==> config.mk <==
export PLATFORM = sky130hd
export DESIGN_NAME = url_target_decoder_core
export DESIGN_NICKNAME = d
export VERILOG_FILES = /design/src/rtl/core/utd_pkg.sv /design/src/rtl/core/utd_step.sv /design/src/rtl/core/url_target_decoder_core.sv
export SDC_FILE = /design/constraint.sdc
export NUM_CORES = 1
export LEC_CHECK = 0
export ABC_AREA = 1
export BUFFER_PORTS_ARGS = -buffer_cell sky130_fd_sc_hd__buf_4
export CAP_MARGIN = 20
export CORE_ASPECT_RATIO = 0.5
export CORE_MARGIN = 1.5
export CORE_UTILIZATION = 50
export CTS_CLUSTER_SIZE = 10
export DETAILED_ROUTE_END_ITERATION = 8
export PLACE_DENSITY = 0.72
export SLEW_MARGIN = 15
export SYNTH_ARGS = -nofsm -noshare
export SYNTH_HDL_FRONTEND = slang
export SYNTH_SLANG_ARGS = --single-unit
==> constraint.sdc <==
create_clock -name clk_i -period 4.02 [get_ports clk_i]
set_input_delay 0.201 -clock clk_i [delete_from_list [all_inputs] [get_ports clk_i]]
set_output_delay 0.201 -clock clk_i [all_outputs]
set_load 0.005 [all_outputs]
==> src/rtl/core/utd_pkg.sv <==
// ----------------------------------------------------------------------------
// utd_pkg
// Shared types, codes and helpers for the request target decoder.
// ----------------------------------------------------------------------------
`default_nettype none

package utd_pkg;

  localparam logic [7:0] ChPercent = 8'h25;
  localparam logic [7:0] ChPlus    = 8'h2B;
  localparam logic [7:0] ChQuery   = 8'h3F;
  localparam logic [7:0] ChSpace   = 8'h20;
  localparam logic [7:0] ChAmp     = 8'h26;
  localparam logic [7:0] ChEquals  = 8'h3D;

  typedef enum logic [1:0] {
    MODE_PATH  = 2'd0,
    MODE_KEY   = 2'd1,
    MODE_VALUE = 2'd2
  } mode_e;

  typedef enum logic [1:0] {
    HEX_NONE = 2'd0,
    HEX_HI   = 2'd1,
    HEX_LO   = 2'd2
  } hex_phase_e;

  typedef enum logic [2:0] {
    KIND_PATH     = 3'd0,
    KIND_KEY      = 3'd1,
    KIND_VALUE    = 3'd2,
    KIND_PAIR_END = 3'd3,
    KIND_STATUS   = 3'd4
  } kind_e;

  typedef enum logic [1:0] {
    ST_BUSY = 2'd0,
    ST_DONE = 2'd1,
    ST_ERR  = 2'd2
  } status_e;

  // Parser state carried from item to item.
  typedef struct packed {
    mode_e      mode;
    hex_phase_e phase;
    logic [3:0] accum;   // high nibble of a pending escape
    logic       done;
    logic       err;
  } state_t;

  // One result item; valid low means the byte produced nothing.
  typedef struct packed {
    logic       valid;
    logic [7:0] data;
    kind_e      kind;
    status_e    status;
  } result_t;

  localparam state_t StateReset = '{
    mode:  MODE_PATH,
    phase: HEX_NONE,
    accum: 4'd0,
    done:  1'b0,
    err:   1'b0
  };

  // Hex digit check: {is_hex, value}.
  function automatic logic [4:0] hex_digit(input logic [7:0] c);
    logic [4:0] r;
    r = 5'd0;
    if (c >= 8'h30 && c <= 8'h39) begin
      r = {1'b1, c[3:0]};
    end else if ((c >= 8'h41 && c <= 8'h46) || (c >= 8'h61 && c <= 8'h66)) begin
      r = {1'b1, c[3:0] + 4'd9};
    end
    return r;
  endfunction

endpackage

`default_nettype wire

==> src/rtl/core/utd_step.sv <==
// ----------------------------------------------------------------------------
// utd_step
// Next state and result for one raw byte of the request target.
// ----------------------------------------------------------------------------
`default_nettype none

module utd_step (
  input  var utd_pkg::state_t  state_i,
  input  wire logic [7:0]      in_byte_i,
  input  wire logic            start_req_i,
  output utd_pkg::state_t      state_o,
  output utd_pkg::result_t     result_o
);

  utd_pkg::state_t  cur;
  utd_pkg::kind_e   data_kind;
  logic [4:0]       hex;

  assign hex = utd_pkg::hex_digit(in_byte_i);

  always_comb begin
    cur = start_req_i ? utd_pkg::StateReset : state_i;

    unique case (cur.mode)
      utd_pkg::MODE_PATH: data_kind = utd_pkg::KIND_PATH;
      utd_pkg::MODE_KEY:  data_kind = utd_pkg::KIND_KEY;
      default:            data_kind = utd_pkg::KIND_VALUE;
    endcase

    state_o         = cur;
    result_o.valid  = 1'b0;
    result_o.data   = 8'd0;
    result_o.kind   = utd_pkg::KIND_STATUS;
    result_o.status = utd_pkg::ST_BUSY;

    if (cur.done || cur.err) begin
      // stopped: swallow bytes until start
    end else if (cur.phase != utd_pkg::HEX_NONE) begin
      if (!hex[4]) begin
        state_o.err     = 1'b1;
        state_o.phase   = utd_pkg::HEX_NONE;
        result_o.valid  = 1'b1;
        result_o.status = utd_pkg::ST_ERR;
      end else if (cur.phase == utd_pkg::HEX_HI) begin
        state_o.accum = hex[3:0];
        state_o.phase = utd_pkg::HEX_LO;
      end else begin
        state_o.phase  = utd_pkg::HEX_NONE;
        state_o.accum  = 4'd0;
        result_o.valid = 1'b1;
        result_o.data  = {cur.accum, hex[3:0]};
        result_o.kind  = data_kind;
      end
    end else if (in_byte_i == utd_pkg::ChPercent) begin
      state_o.phase = utd_pkg::HEX_HI;
      state_o.accum = 4'd0;
    end else if (cur.mode == utd_pkg::MODE_PATH) begin
      if (in_byte_i == utd_pkg::ChQuery) begin
        state_o.mode = utd_pkg::MODE_KEY;
      end else if (in_byte_i == utd_pkg::ChSpace) begin
        state_o.done    = 1'b1;
        result_o.valid  = 1'b1;
        result_o.status = utd_pkg::ST_DONE;
      end else begin
        result_o.valid = 1'b1;
        result_o.kind  = utd_pkg::KIND_PATH;
        result_o.data  = (in_byte_i == utd_pkg::ChPlus) ? utd_pkg::ChSpace : in_byte_i;
      end
    end else begin
      if (in_byte_i == utd_pkg::ChSpace) begin
        state_o.done    = 1'b1;
        state_o.mode    = utd_pkg::MODE_KEY;
        result_o.valid  = 1'b1;
        result_o.kind   = utd_pkg::KIND_PAIR_END;
        result_o.status = utd_pkg::ST_DONE;
      end else if (in_byte_i == utd_pkg::ChAmp) begin
        state_o.mode   = utd_pkg::MODE_KEY;
        result_o.valid = 1'b1;
        result_o.kind  = utd_pkg::KIND_PAIR_END;
      end else if (in_byte_i == utd_pkg::ChEquals) begin
        state_o.mode = utd_pkg::MODE_VALUE;
      end else begin
        result_o.valid = 1'b1;
        result_o.kind  = data_kind;
        result_o.data  = in_byte_i;
      end
    end
  end

endmodule

`default_nettype wire

==> src/rtl/core/url_target_decoder_core.sv <==
// ----------------------------------------------------------------------------
// url_target_decoder_core
// Streaming percent decoder for the target of an HTTP request line.
// ----------------------------------------------------------------------------
// Raw target bytes go in one per clock and come out as tagged items: path,
// key and value bytes, pair ends, and status-only items for a path finish or
// a bad escape digit. The parser state register and the combinational step
// logic close the loop from one byte to the next, and the registered result
// shows on the output in the cycle after the byte is
// accepted. Bytes that produce nothing ('%', the first hex digit, '?' in the
// path, '=' in the query, anything while stopped) give no item. The input
// stalls only while a held result is itself stalled, so with a free-running
// sink the rate is one byte per clock. After a finish or a format error the
// parser ignores bytes until one arrives with start_req_i set.
// ----------------------------------------------------------------------------
`default_nettype none

module url_target_decoder_core (
  input  wire logic       clk_i,
  input  wire logic       rst_ni,
  // raw byte channel
  input  wire logic       in_valid_i,
  output logic            in_stall_o,
  input  wire logic [7:0] in_byte_i,
  input  wire logic       start_req_i,
  // decoded item channel
  output logic            out_valid_o,
  input  wire logic       out_stall_i,
  output logic [7:0]      out_byte_o,
  output logic [2:0]      kind_o,
  output logic [1:0]      status_o
);

  utd_pkg::state_t  state_q, state_d;
  utd_pkg::result_t res;
  logic             accept;

  logic             out_valid_q, out_valid_d;
  logic [7:0]       out_byte_q;
  utd_pkg::kind_e   kind_q;
  utd_pkg::status_e status_q;

  // The output register frees up the same cycle its item is taken.
  assign in_stall_o = out_valid_q && out_stall_i;
  assign accept     = in_valid_i && !in_stall_o;

  utd_step u_step (
    .state_i     (state_q),
    .in_byte_i   (in_byte_i),
    .start_req_i (start_req_i),
    .state_o     (state_d),
    .result_o    (res)
  );

  always_comb begin
    out_valid_d = out_valid_q;
    if (accept) begin
      out_valid_d = res.valid;
    end else if (!out_stall_i) begin
      out_valid_d = 1'b0;
    end
  end

  always_ff @(posedge clk_i or negedge rst_ni) begin
    if (!rst_ni) begin
      state_q     <= utd_pkg::StateReset;
      out_valid_q <= 1'b0;
    end else begin
      out_valid_q <= out_valid_d;
      if (accept) begin
        state_q <= state_d;
      end
    end
  end

  // Payload only, no reset needed.
  always_ff @(posedge clk_i) begin
    if (accept && res.valid) begin
      out_byte_q <= res.data;
      kind_q     <= res.kind;
      status_q   <= res.status;
    end
  end

  assign out_valid_o = out_valid_q;
  assign out_byte_o  = out_byte_q;
  assign kind_o      = kind_q;
  assign status_o    = status_q;

`ifndef ASSERT_OFF
  // Finish and error never stand together.
  a_done_err_excl: assert property (@(posedge clk_i) disable iff (!rst_ni)
    !(state_q.done && state_q.err))
    else $error("done and error flags both set");

  // An error item leaves the parser stopped on error.
  a_err_sticks: assert property (@(posedge clk_i) disable iff (!rst_ni)
    (accept && res.valid && res.status == utd_pkg::ST_ERR) |=> state_q.err)
    else $error("error item without error flag");

  // Data byte kinds always report in progress.
  a_data_busy: assert property (@(posedge clk_i) disable iff (!rst_ni)
    (out_valid_o && (kind_o == utd_pkg::KIND_PATH || kind_o == utd_pkg::KIND_KEY ||
                     kind_o == utd_pkg::KIND_VALUE)) |-> status_o == utd_pkg::ST_BUSY)
    else $error("data item with non-busy status");

  // Items without a byte carry zero and a status-only item reports a stop.
  a_nobyte_zero: assert property (@(posedge clk_i) disable iff (!rst_ni)
    (out_valid_o && (kind_o == utd_pkg::KIND_PAIR_END || kind_o == utd_pkg::KIND_STATUS))
      |-> (out_byte_o == 8'd0 &&
           (kind_o != utd_pkg::KIND_STATUS || status_o != utd_pkg::ST_BUSY)))
    else $error("bad byte-less item");
`endif

endmodule

`default_nettype wire

==> flow_metrics.env, run 1 <==
export IMPL_period_needed_ns=2.12
export IMPL_rsz0062_at_grt="false"
export IMPL_clock_path_buffers=2
export IMPL_grt_max_degree=15
export IMPL_ys_warn_count=0
export IMPL_core_area_mm2=0.00307
export IMPL_total_power_w=0.000739
export IMPL_finalClockSkew_ns=0.00242
export IMPL_cts_htree_levels=1
export IMPL_hold_end="out_valid_o$_DFFE_PN0P_"
export IMPL_diodes=0
export IMPL_maxSlewHeadroom_pct=42.5
export IMPL_path_clk_slew_ns=0.09
export IMPL_vias_per_cell=5.47
export IMPL_place_detailed_hpwl_um=3130
export IMPL_cts_setup_buffers=0
export IMPL_arrival_ns=2.04
export IMPL_drt_pass1_iter_count=5
export IMPL_synthesis_nets=239
export IMPL_grt_usage_pct=23.6
export IMPL_crit_path_end_kind="register"
export IMPL_initial_core_util_pct=53.5
export IMPL_rrSetupSlack_ns=1.90
export IMPL_worstRegToRegCells=7
export IMPL_peakVddDrop_uv=252
export IMPL_ant_nets=0
export IMPL_fp_dieW_um=84
export IMPL_syn_instance_count=222
export IMPL_cp_max_fo=13
export IMPL_syn_area_mm2=0.00164
export IMPL_slew_viol_final=0
export IMPL_p_leak_nw=0.964
export IMPL_worstSetupPathType="register to register"
export IMPL_mostFrequentLayoutCell="nand2_1"
export IMPL_grt_pass1_wl_um=6710
export IMPL_status="finished, final reports clean"
export IMPL_first_global_vias=1399
export IMPL_pre_cts_ws_ns=1.87
export IMPL_min_from="out_stall_i"
export IMPL_power_per_cell_area_mw_per_mm2=377
export IMPL_layout_common_cells="64 x nand2_1, 31 x inv_1, 28 x nor2_1"
export IMPL_die_area_mm2=0.00365
export IMPL_max_cap_violations=0
export IMPL_ios=28
export IMPL_min_path_type="input pin to register"
export IMPL_fmax_ghz=0.471
export IMPL_numCtsBuffers=3
export IMPL_gp_congestion=0.945
export IMPL_min_period_over_period_pct=52.8
export IMPL_hold_viol=0
export IMPL_fp_dieH_um=43.5
export IMPL_yosysUniqueCellTypes=25
export IMPL_tns_ns=0
export IMPL_num_vias=1597
export IMPL_rows=14
export IMPL_reg2reg_to="out_byte_o[1]$_SDFFCE_PP0P_"
export IMPL_cts_tree="yes"
export IMPL_syn_to_final_growth_pct=19.5
export IMPL_layout_drive_gt1_share_pct=19.8
export IMPL_syn_avg_cell_area_um2=7.39
export IMPL_antenna_found_initial=0
export IMPL_worst_slack_ns=1.90
export IMPL_hold_depth=3
export IMPL_drc=0
export IMPL_r2r_start="out_valid_o$_DFFE_PN0P_"
export IMPL_tightest_slew_ns=0.859
export IMPL_clock_latency_ns=0.27
export IMPL_drtIter0Drc=156
export IMPL_ys_seq_area_share_pct=40.6
export IMPL_nNetsFinal=270
export IMPL_cts_sinks=24
export IMPL_setup_viol=0
export IMPL_io_buffers=27
export IMPL_crit_required_ns=3.94
export IMPL_cp_start_kind="register"
export IMPL_ys_seq_elements=24
export IMPL_wl_per_cell_um=13.9
export IMPL_drt_total_wl_um=4050
export IMPL_overflow=0
export IMPL_root_buffer="clkbuf_8"
[layout make-up]
type	count	area (µm²)
fill	282	1110
multi-input combinational	163	836
sequential	24	666
timing repair buffer	28	213
inverter	33	124
tap	40	50.0
clock buffer	3	41.3
clock inverter	1	30.0
[critical path: stages (launching register included)]
cell and delay (ns):
dfrtp_1 0.39, nand2_1 0.10, nand2_1 0.24, nor2_1 0.22, inv_1 0.10, a21oi_1 0.18
nand2_1 0.12, inv_1 0.41
[synth_stat cells]
library cell / instances / area share (%)
nand3_4: 2 / 2.1
a22oi_1: 1 / 0.46
nand3_2: 3 / 1.8
nand4_1: 5 / 1.9
a21oi_2: 1 / 0.53
o21ai_1: 1 / 0.30
dfrtp_1: 11 / 17
edfxtp_1: 13 / 24
nand2_1: 64 / 15
nor2_2: 2 / 0.76
nor2_4: 3 / 2.1
mux2i_1: 1 / 0.61
o32ai_1: 1 / 0.53
nor3_1: 1 / 0.30
nand2_2: 4 / 1.5
inv_2: 2 / 0.46
o21ai_2: 1 / 0.53
nor2_1: 28 / 6.4
a21oi_1: 15 / 4.6
a21boi_4: 1 / 1.1
inv_1: 31 / 7.1
buf_4: 2 / 0.92
ha_1: 4 / 3.1
nand3_1: 19 / 5.8
o21ai_0: 6 / 1.8
[registers in the layout (all words and copies together), names as in the netlist]
register,count
out_byte_o,8
state_q,10
status_o,2
kind_o,3
out_valid_o,1
[report_power, final]
part	total, W	internal, W	leakage (nW)	switching (W)
Sequential	0.000311	0.000300	0.271	0.0000104
Combinational	0.000214	0.0000771	0.657	0.000137
Clock	0.000214	0.000133	0.0357	0.0000812
Total	0.000739	0.000510	0.964	0.000229
[timing repair]
item / 4_1_cts / 5_1_grt
hold buffers: 1 / 0
setup endpoints to repair: 0 / 0
hold endpoints to repair: 11 / 0
resized for setup: 0 / 0
[worst max-delay path by stage]
| stage | from | endpoint | slack (ns) |
|---|---|---|---|
| 3_3_place_gp | in_byte_i[0] | out_byte_o[6]$_SDFFCE_PP0P_ | 2.01 |
| 5_1_grt | out_valid_o$_DFFE_PN0P_ | out_byte_o[6]$_SDFFCE_PP0P_ | 1.74 |
| 2_1_floorplan | in_byte_i[0] | kind_o[0]$_SDFFCE_PP0P_ | 2.31 |
| 4_1_cts | out_valid_o$_DFFE_PN0P_ | status_o[0]$_SDFFCE_PP0P_ | 1.96 |
| 6_report | out_valid_o$_DFFE_PN0P_ | out_byte_o[1]$_SDFFCE_PP0P_ | 1.90 |
| 3_5_place_dp | in_byte_i[0] | out_byte_o[7]$_SDFFCE_PP0P_ | 1.87 |
[layer usage]
metal / vias up / share of wire [%] / GRT usage, %
met5: - / 0 / 0
met4: 0 / 1.1 / 4.26
met3: 6 / 11 / 6.67
met2: 103 / 39 / 33.9
met1: 709 / 49 / 36.1
li1: 779 / - / -
[logic make-up (layout without fill, tap and decap cells)]
logic type | Yosys count | count (layout) | share of synthesized area (%)
adders and majority gates | 4 | 4 | 3.05
muxes | 1 | 1 | 0.610
buffers and inverters | 35 | 65 | 8.47
AOI/OAI and AO/OA | 27 | 27 | 9.92
DFF | 24 | 24 | 40.6
and+or+nand+nor | 131 | 131 | 37.4
[stage by stage]
step / hold WS [ns] / instance area (µm²) / utilization (%) / std cells
after floorplan: -0.0946 / 1640 / - / 222
after global placement: 0.0389 / 1880 / 61.3 / 287
after detailed placement: 0.0433 / 1880 / 61.3 / 287
after CTS: 0.193 / 1960 / 63.9 / 292
after global routing: 0.240 / 1960 / 63.9 / 292
final: 0.189 / 1960 / 63.9 / 292
No activity file was read; power rests on OpenSTA's default activity.
==> inputs of run 2 (changes only) <==
--- a/config.mk
+++ b/config.mk
@@ -13,7 +13,7 @@
 export CORE_UTILIZATION = 50
 export CTS_CLUSTER_SIZE = 10
 export DETAILED_ROUTE_END_ITERATION = 8
-export PLACE_DENSITY = 0.72
+export PLACE_DENSITY = 0.75
 export SLEW_MARGIN = 15
 export SYNTH_ARGS = -nofsm -noshare
 export SYNTH_HDL_FRONTEND = slang
==> constraint.sdc (replaced) <==
create_clock -name clk_i -period 1.95 [get_ports clk_i]
set_input_delay 0.0975 -clock clk_i [delete_from_list [all_inputs] [get_ports clk_i]]
set_output_delay 0.0975 -clock clk_i [all_outputs]
set_load 0.005 [all_outputs]
==> run 2 against run 1 <==
  * First-iteration DRC count is 40% higher
  * Clock skew is 0.0041 ns higher
  * Combinational power grew 120%
  * Wire length down 0.84%
  * Count of clock-buffer cells in the layout is the same
  * Utilization increased by 1.1 points
  * Critical path depth increased by 1
  * Clock power rose by 100%
  * Non-clock buffer count is 3 higher
  * Highest routed layer unchanged
  * Global-route usage shrank 0.46 points
  * Cell area increased by 1.8%
  * Setup slack got worse by 1.6 ns
  * Critical endpoint is now out_byte_o[0]$_SDFFCE_PP0P_
==> flow_metrics.env, run 2 (synthesized netlist as in run 1, its figures left out) <==
export IMPL_top_register="state_q"
export IMPL_fillCellCount=258
export IMPL_worstSetupPathType="register to register"
export IMPL_cts_sinks=24
export IMPL_grt_pass1_wl_um=6640
export IMPL_first_global_vias=1409
export IMPL_multi_input_area_um2=836
export IMPL_max_cap_violations=0
export IMPL_ant_nets=0
export IMPL_rows=14
export IMPL_ff_latch_area_um2=666
export IMPL_crit_path_end_kind="register"
export IMPL_rsz0062_at_grt="false"
export IMPL_maxSlewHeadroom_pct=77.7
export IMPL_ios=28
export IMPL_finalClockSkew_ns=0.00651
export IMPL_cts_tree="yes"
export IMPL_tightest_slew_ns=0.334
export IMPL_cts_resized=0
export IMPL_power_per_cell_area_mw_per_mm2=772
export IMPL_arrival_ns=1.68
export IMPL_min_period_over_period_pct=86.8
export IMPL_fp_dieH_um=43.5
export IMPL_status="finished, final reports clean"
export IMPL_fp_dieW_um=84
export IMPL_diodes=0
export IMPL_slew_viol_final=0
export IMPL_place_detailed_hpwl_um=3220
export IMPL_vias_per_cell=5.34
export IMPL_crit_required_ns=1.94
export IMPL_grt_usage_pct=23.2
export IMPL_nNetsFinal=273
export IMPL_num_vias=1575
export IMPL_wl_per_cell_um=13.6
export IMPL_setup_viol=0
export IMPL_min_path_type="input pin to register"
export IMPL_io_buffers=27
export IMPL_mostFrequentLayoutCell="nand2_1"
export IMPL_fmax_ghz=0.591
export IMPL_root_buffer="clkbuf_8"
export IMPL_drt_total_wl_um=4020
export IMPL_overflow=0
export IMPL_drt_pass1_iter_count=4
export IMPL_numCtsBuffers=3
export IMPL_drc=0
export IMPL_layout_drive_gt1_share_pct=20.8
export IMPL_period_needed_ns=1.69
export IMPL_layout_common_cells="64 x nand2_1, 31 x inv_1, 29 x buf_4"
export IMPL_clock_path_buffers=2
export IMPL_initial_core_util_pct=53.5
export IMPL_p_leak_nw=0.983
export IMPL_cts_htree_levels=1
export IMPL_grt_max_degree=15
export IMPL_clock_latency_ns=0.27
export IMPL_peakVddDrop_uv=419
export IMPL_hold_ws_ns=0.0914
export IMPL_path_clk_slew_ns=0.09
export IMPL_die_area_mm2=0.00365
export IMPL_cp_start_kind="register"
export IMPL_syn_to_final_growth_pct=21.6
export IMPL_antenna_found_initial=0
export IMPL_cp_max_fo=13
export IMPL_largest_reg_flops=10
export IMPL_tns_ns=0
export IMPL_gp_congestion=0.956
export IMPL_hold_viol=0
export IMPL_core_area_mm2=0.00307
export IMPL_drtIter0Drc=218
[run 2: changes by cell type in the layout (fill, tap and decap cells not counted)]
cell / change
buf_12: +1
buf_4: +2
[run 2: area by class of cell]
| cell class | instances | share of cell area (%) |
|---|---|---|
| Timing Repair Buffer | 31 | 12.4 |
| Sequential cell | 24 | 33.4 |
| Multi-Input combinational cell | 163 | 41.9 |
| Inverter | 33 | 6.21 |
| Tap cell | 40 | 2.51 |
| Clock buffer | 3 | 2.07 |
| Clock inverter | 1 | 1.51 |
[run 2: through the flow]
| stage | instances | setup slack [ns] | utilization [%] | total power, W | area, µm² |
|---|---|---|---|---|---|
| after detailed placement | 290 | 0.153 | 62.4 | 0.00110 | 1910 |
| after floorplan | 222 | 0.269 | - | 0.000915 | 1640 |
| final | 295 | 0.257 | 65.1 | 0.00154 | 1990 |
| after global placement | 290 | 0.226 | 62.4 | 0.00109 | 1910 |
| after global routing | 295 | 0.103 | 65.1 | 0.00162 | 1990 |
| after CTS | 295 | 0.271 | 65.1 | 0.00154 | 1990 |
[run 2: final timing paths]
| check | startpoint | endpoint | slack [ns] | cells after the start |
|---|---|---|---|---|
| max | state_q[1]$_DFFE_PN0P_ | out_byte_o[0]$_SDFFCE_PP0P_ | 0.26 | 8 |
| min | out_stall_i | out_valid_o$_DFFE_PN0P_ | 0.09 | 3 |
| max reg2reg | state_q[1]$_DFFE_PN0P_ | out_byte_o[0]$_SDFFCE_PP0P_ | 0.26 | 8 |
| min reg2reg | state_q[0]$_DFFE_PN0P_ | state_q[0]$_DFFE_PN0P_ | 0.49 | 2 |
| max in group asynchronous | rst_ni | state_q[1]$_DFFE_PN0P_ | 1.60 | 2 |
| min in group asynchronous | rst_ni | state_q[9]$_DFFE_PN0P_ | 0.19 | 2 |
[run 2: metal layers]
layer	global-route usage [%]	vias to the layer above	wire length [µm]
met1	35.6	699	2060
met4	5.57	0	46
met3	3.81	6	343
li1	-	784	-
met2	34.5	86	1570
met5	0	-	0
[run 2: what timing repair did]
item,4_1_cts,5_1_grt
hold endpoints to repair,11,0
setup buffers,0,0
hold buffers,1,0
[run 2: report_power, final]
group,switching (W),internal [W],leakage (nW)
clock network,0.000162,0.000275,0.0357
logic,0.000287,0.000177,0.676
registers,0.0000216,0.000618,0.271
total,0.000471,0.00107,0.983
[run 2: critical path, stage by stage (launching register included)]
cell and delay (ns):
dfrtp_1 0.39, nor2_1 0.16, nor2_1 0.09, nor2_1 0.13, inv_1 0.09, a21oi_1 0.17
nand2_1 0.12, inv_1 0.12, buf_12 0.15
==> inputs of run 3 (changes only) <==
==> constraint.sdc (replaced) <==
create_clock -name clk_i -period 1.95 [get_ports clk_i]
set_input_delay 0.39 -clock clk_i [delete_from_list [all_inputs] [get_ports clk_i]]
set_output_delay 0.39 -clock clk_i [all_outputs]
set_load 0.005 [all_outputs]
==> run 3 against run 2 <==
  * Setup slack got worse by 0.019 ns
  * Total power rose by 1.9%
  * Via count grew 5.1%
  * Largest power group unchanged
  * Clock power increased by 3%
  * Critical endpoint is now out_byte_o[6]$_SDFFCE_PP0P_
  * Cell area is 6.7% higher
  * Non-clock buffer count increased by 16
==> flow_metrics.env, run 3 (synthesized netlist as in run 1, its figures left out) <==
export IMPL_worstSetupPathType="input pin to register"
export IMPL_grt_pass1_wl_um=6960
export IMPL_ant_nets=0
export IMPL_grtUsageMet1_pct=37.8
export IMPL_vias_per_cell=5.32
export IMPL_drc=0
export IMPL_clock_latency_ns=0.27
export IMPL_pre_cts_ws_ns=-0.0372
export IMPL_drt_total_wl_um=4220
export IMPL_combPwrFrac_pct=30.6
export IMPL_cts_setup_buffers=0
export IMPL_mostFrequentLayoutCell="nand2_1"
export IMPL_grt_usage_pct=24.9
export IMPL_fmax_ghz=0.584
export IMPL_arrival_ns=1.71
export IMPL_power_frac_seq_pct=40.8
export IMPL_cp_start_kind="input pin"
export IMPL_utilization_pct=69.4
export IMPL_min_from="out_stall_i"
export IMPL_min_period_over_period_pct=87.8
export IMPL_status="finished, final reports clean"
export IMPL_place_detailed_hpwl_um=3310
export IMPL_path_clk_slew_ns=0.09
export IMPL_cell_internal_pwr_w=0.00109
export IMPL_min_path_type="input pin to register"
export IMPL_hold_viol=0
export IMPL_cts_resized=0
export IMPL_grt_use_met2_pct=37.1
export IMPL_cts_htree_levels=1
export IMPL_die_area_mm2=0.00365
export IMPL_total_power_w=0.00157
export IMPL_fp_dieW_um=84
export IMPL_cp_max_fo=13
export IMPL_hold_end="out_valid_o$_DFFE_PN0P_"
export IMPL_worst_slack_ns=0.238
export IMPL_fp_dieH_um=43.5
export IMPL_largest_reg_flops=10
export IMPL_tightest_slew_ns=0.374
export IMPL_cts_sinks=24
export IMPL_wl_per_cell_um=13.6
export IMPL_overflow=0
export IMPL_clock_path_buffers=2
export IMPL_crit_path_end_kind="register"
export IMPL_ios=28
export IMPL_cts_tree="yes"
export IMPL_power_share_clock_pct=28.6
export IMPL_top_register="state_q"
export IMPL_layout_drive_gt1_share_pct=25.5
export IMPL_hold_depth=3
export IMPL_power_per_cell_area_mw_per_mm2=738
export IMPL_period_needed_ns=1.71
export IMPL_core_area_mm2=0.00307
export IMPL_peakVddDrop_uv=413
export IMPL_antenna_found_initial=0
export IMPL_first_global_vias=1418
export IMPL_reg2reg_to="out_byte_o[6]$_SDFFCE_PP0P_"
export IMPL_root_buffer="clkbuf_8"
export IMPL_syn_to_final_growth_pct=29.7
export IMPL_gp_congestion=0.920
export IMPL_hold_ws_ns=0.352
export IMPL_diodes=0
export IMPL_maxSlewHeadroom_pct=75.0
export IMPL_layout_common_cells="64 x nand2_1, 44 x buf_4, 31 x inv_1"
export IMPL_p_leak_nw=1.07
export IMPL_power_switching_w=0.000484
export IMPL_finalClockSkew_ns=0.00236
export IMPL_drt_pass1_iter_count=5
export IMPL_r2r_start="state_q[9]$_DFFE_PN0P_"
export IMPL_rows=14
export IMPL_grt_max_degree=15
export IMPL_io_buffers=27
export IMPL_crit_required_ns=1.95
export IMPL_max_cap_violations=0
export IMPL_dpl_cell_area_mm2=0.00205
export IMPL_numCtsBuffers=3
export IMPL_initial_core_util_pct=53.5
export IMPL_nNetsFinal=289
export IMPL_use_met3_pct=5.52
export IMPL_grt_busiest_layer="met1"
export IMPL_sw_frac_of_total_pct=30.8
export IMPL_slew_viol_final=0
export IMPL_rsz0062_at_grt="false"
export IMPL_setup_viol=0
export IMPL_stdcell_area_mm2=0.00213
export IMPL_num_vias=1655
export IMPL_rrSetupSlack_ns=0.27
export IMPL_drtIter0Drc=219
export IMPL_worstRegToRegCells=10
## run 3: cell count changes in the layout (fill, tap and decap cells not counted)
cell	delta
buf_4	+15
buf_12	+1
## run 3: metal layers
| metal | vias to the layer above | wire length, µm |
|---|---|---|
| met5 | - | 0 |
| met4 | 0 | 30 |
| met3 | 4 | 370 |
| met2 | 82 | 1700 |
| met1 | 757 | 2110 |
| li1 | 812 | - |
## run 3: layout make-up
cell class	count	area, µm²
Tap cell	40	50.0
Clock buffer	3	41.3
Fill cell	249	938
Inverter	33	124
Timing Repair Buffer	47	380
Multi-Input combinational cell	163	836
Sequential cell	24	666
Clock inverter	1	30.0
## run 3: through the flow
stage / std cells / setup TNS [ns]
CTS: 311 / 0
global placement: 306 / 0
global route: 311 / 0
finish: 311 / 0
detailed placement: 306 / -0.482
floorplan: 222 / 0
## run 3: worst max-delay path, cell delays in order
cell,delay (ns)
buf_4,0.10
inv_1,0.05
ha_1,0.23
nor2_1,0.12
nand2_1,0.09
nand3_4,0.10
nand2_1,0.08
a21oi_1,0.18
nand2_1,0.11
inv_1,0.12
buf_12,0.15
## run 3: worst max-delay path by stage
stage | start | endpoint | slack [ns] | cells after the start
5_1_grt | state_q[1]$_DFFE_PN0P_ | out_byte_o[6]$_SDFFCE_PP0P_ | 0.1 | 8
6_report | in_byte_i[0] | out_byte_o[6]$_SDFFCE_PP0P_ | 0.24 | 11
3_5_place_dp | in_byte_i[0] | out_byte_o[6]$_SDFFCE_PP0P_ | -0.04 | 11
4_1_cts | in_byte_i[1] | out_byte_o[5]$_SDFFCE_PP0P_ | 0.25 | 10
3_3_place_gp | in_byte_i[0] | out_byte_o[6]$_SDFFCE_PP0P_ | 0.01 | 11
2_1_floorplan | in_byte_i[0] | kind_o[0]$_SDFFCE_PP0P_ | 0.05 | 9
## run 3: power by group through the flow
stage                     clock [W]  sequential (W)  combinational, W
final                      0.000449        0.000641          0.000481
after CTS                  0.000451        0.000641          0.000473
after global placement            0        0.000649          0.000468
after detailed placement          0        0.000652          0.000470
after global routing       0.000474        0.000649          0.000536
after floorplan                   0        0.000655          0.000260
## run 3: timing repair
action                                 CTS  global route
endpoints found under the hold margin   11             0
hold buffers                             1             0
setup endpoints to repair                0             0
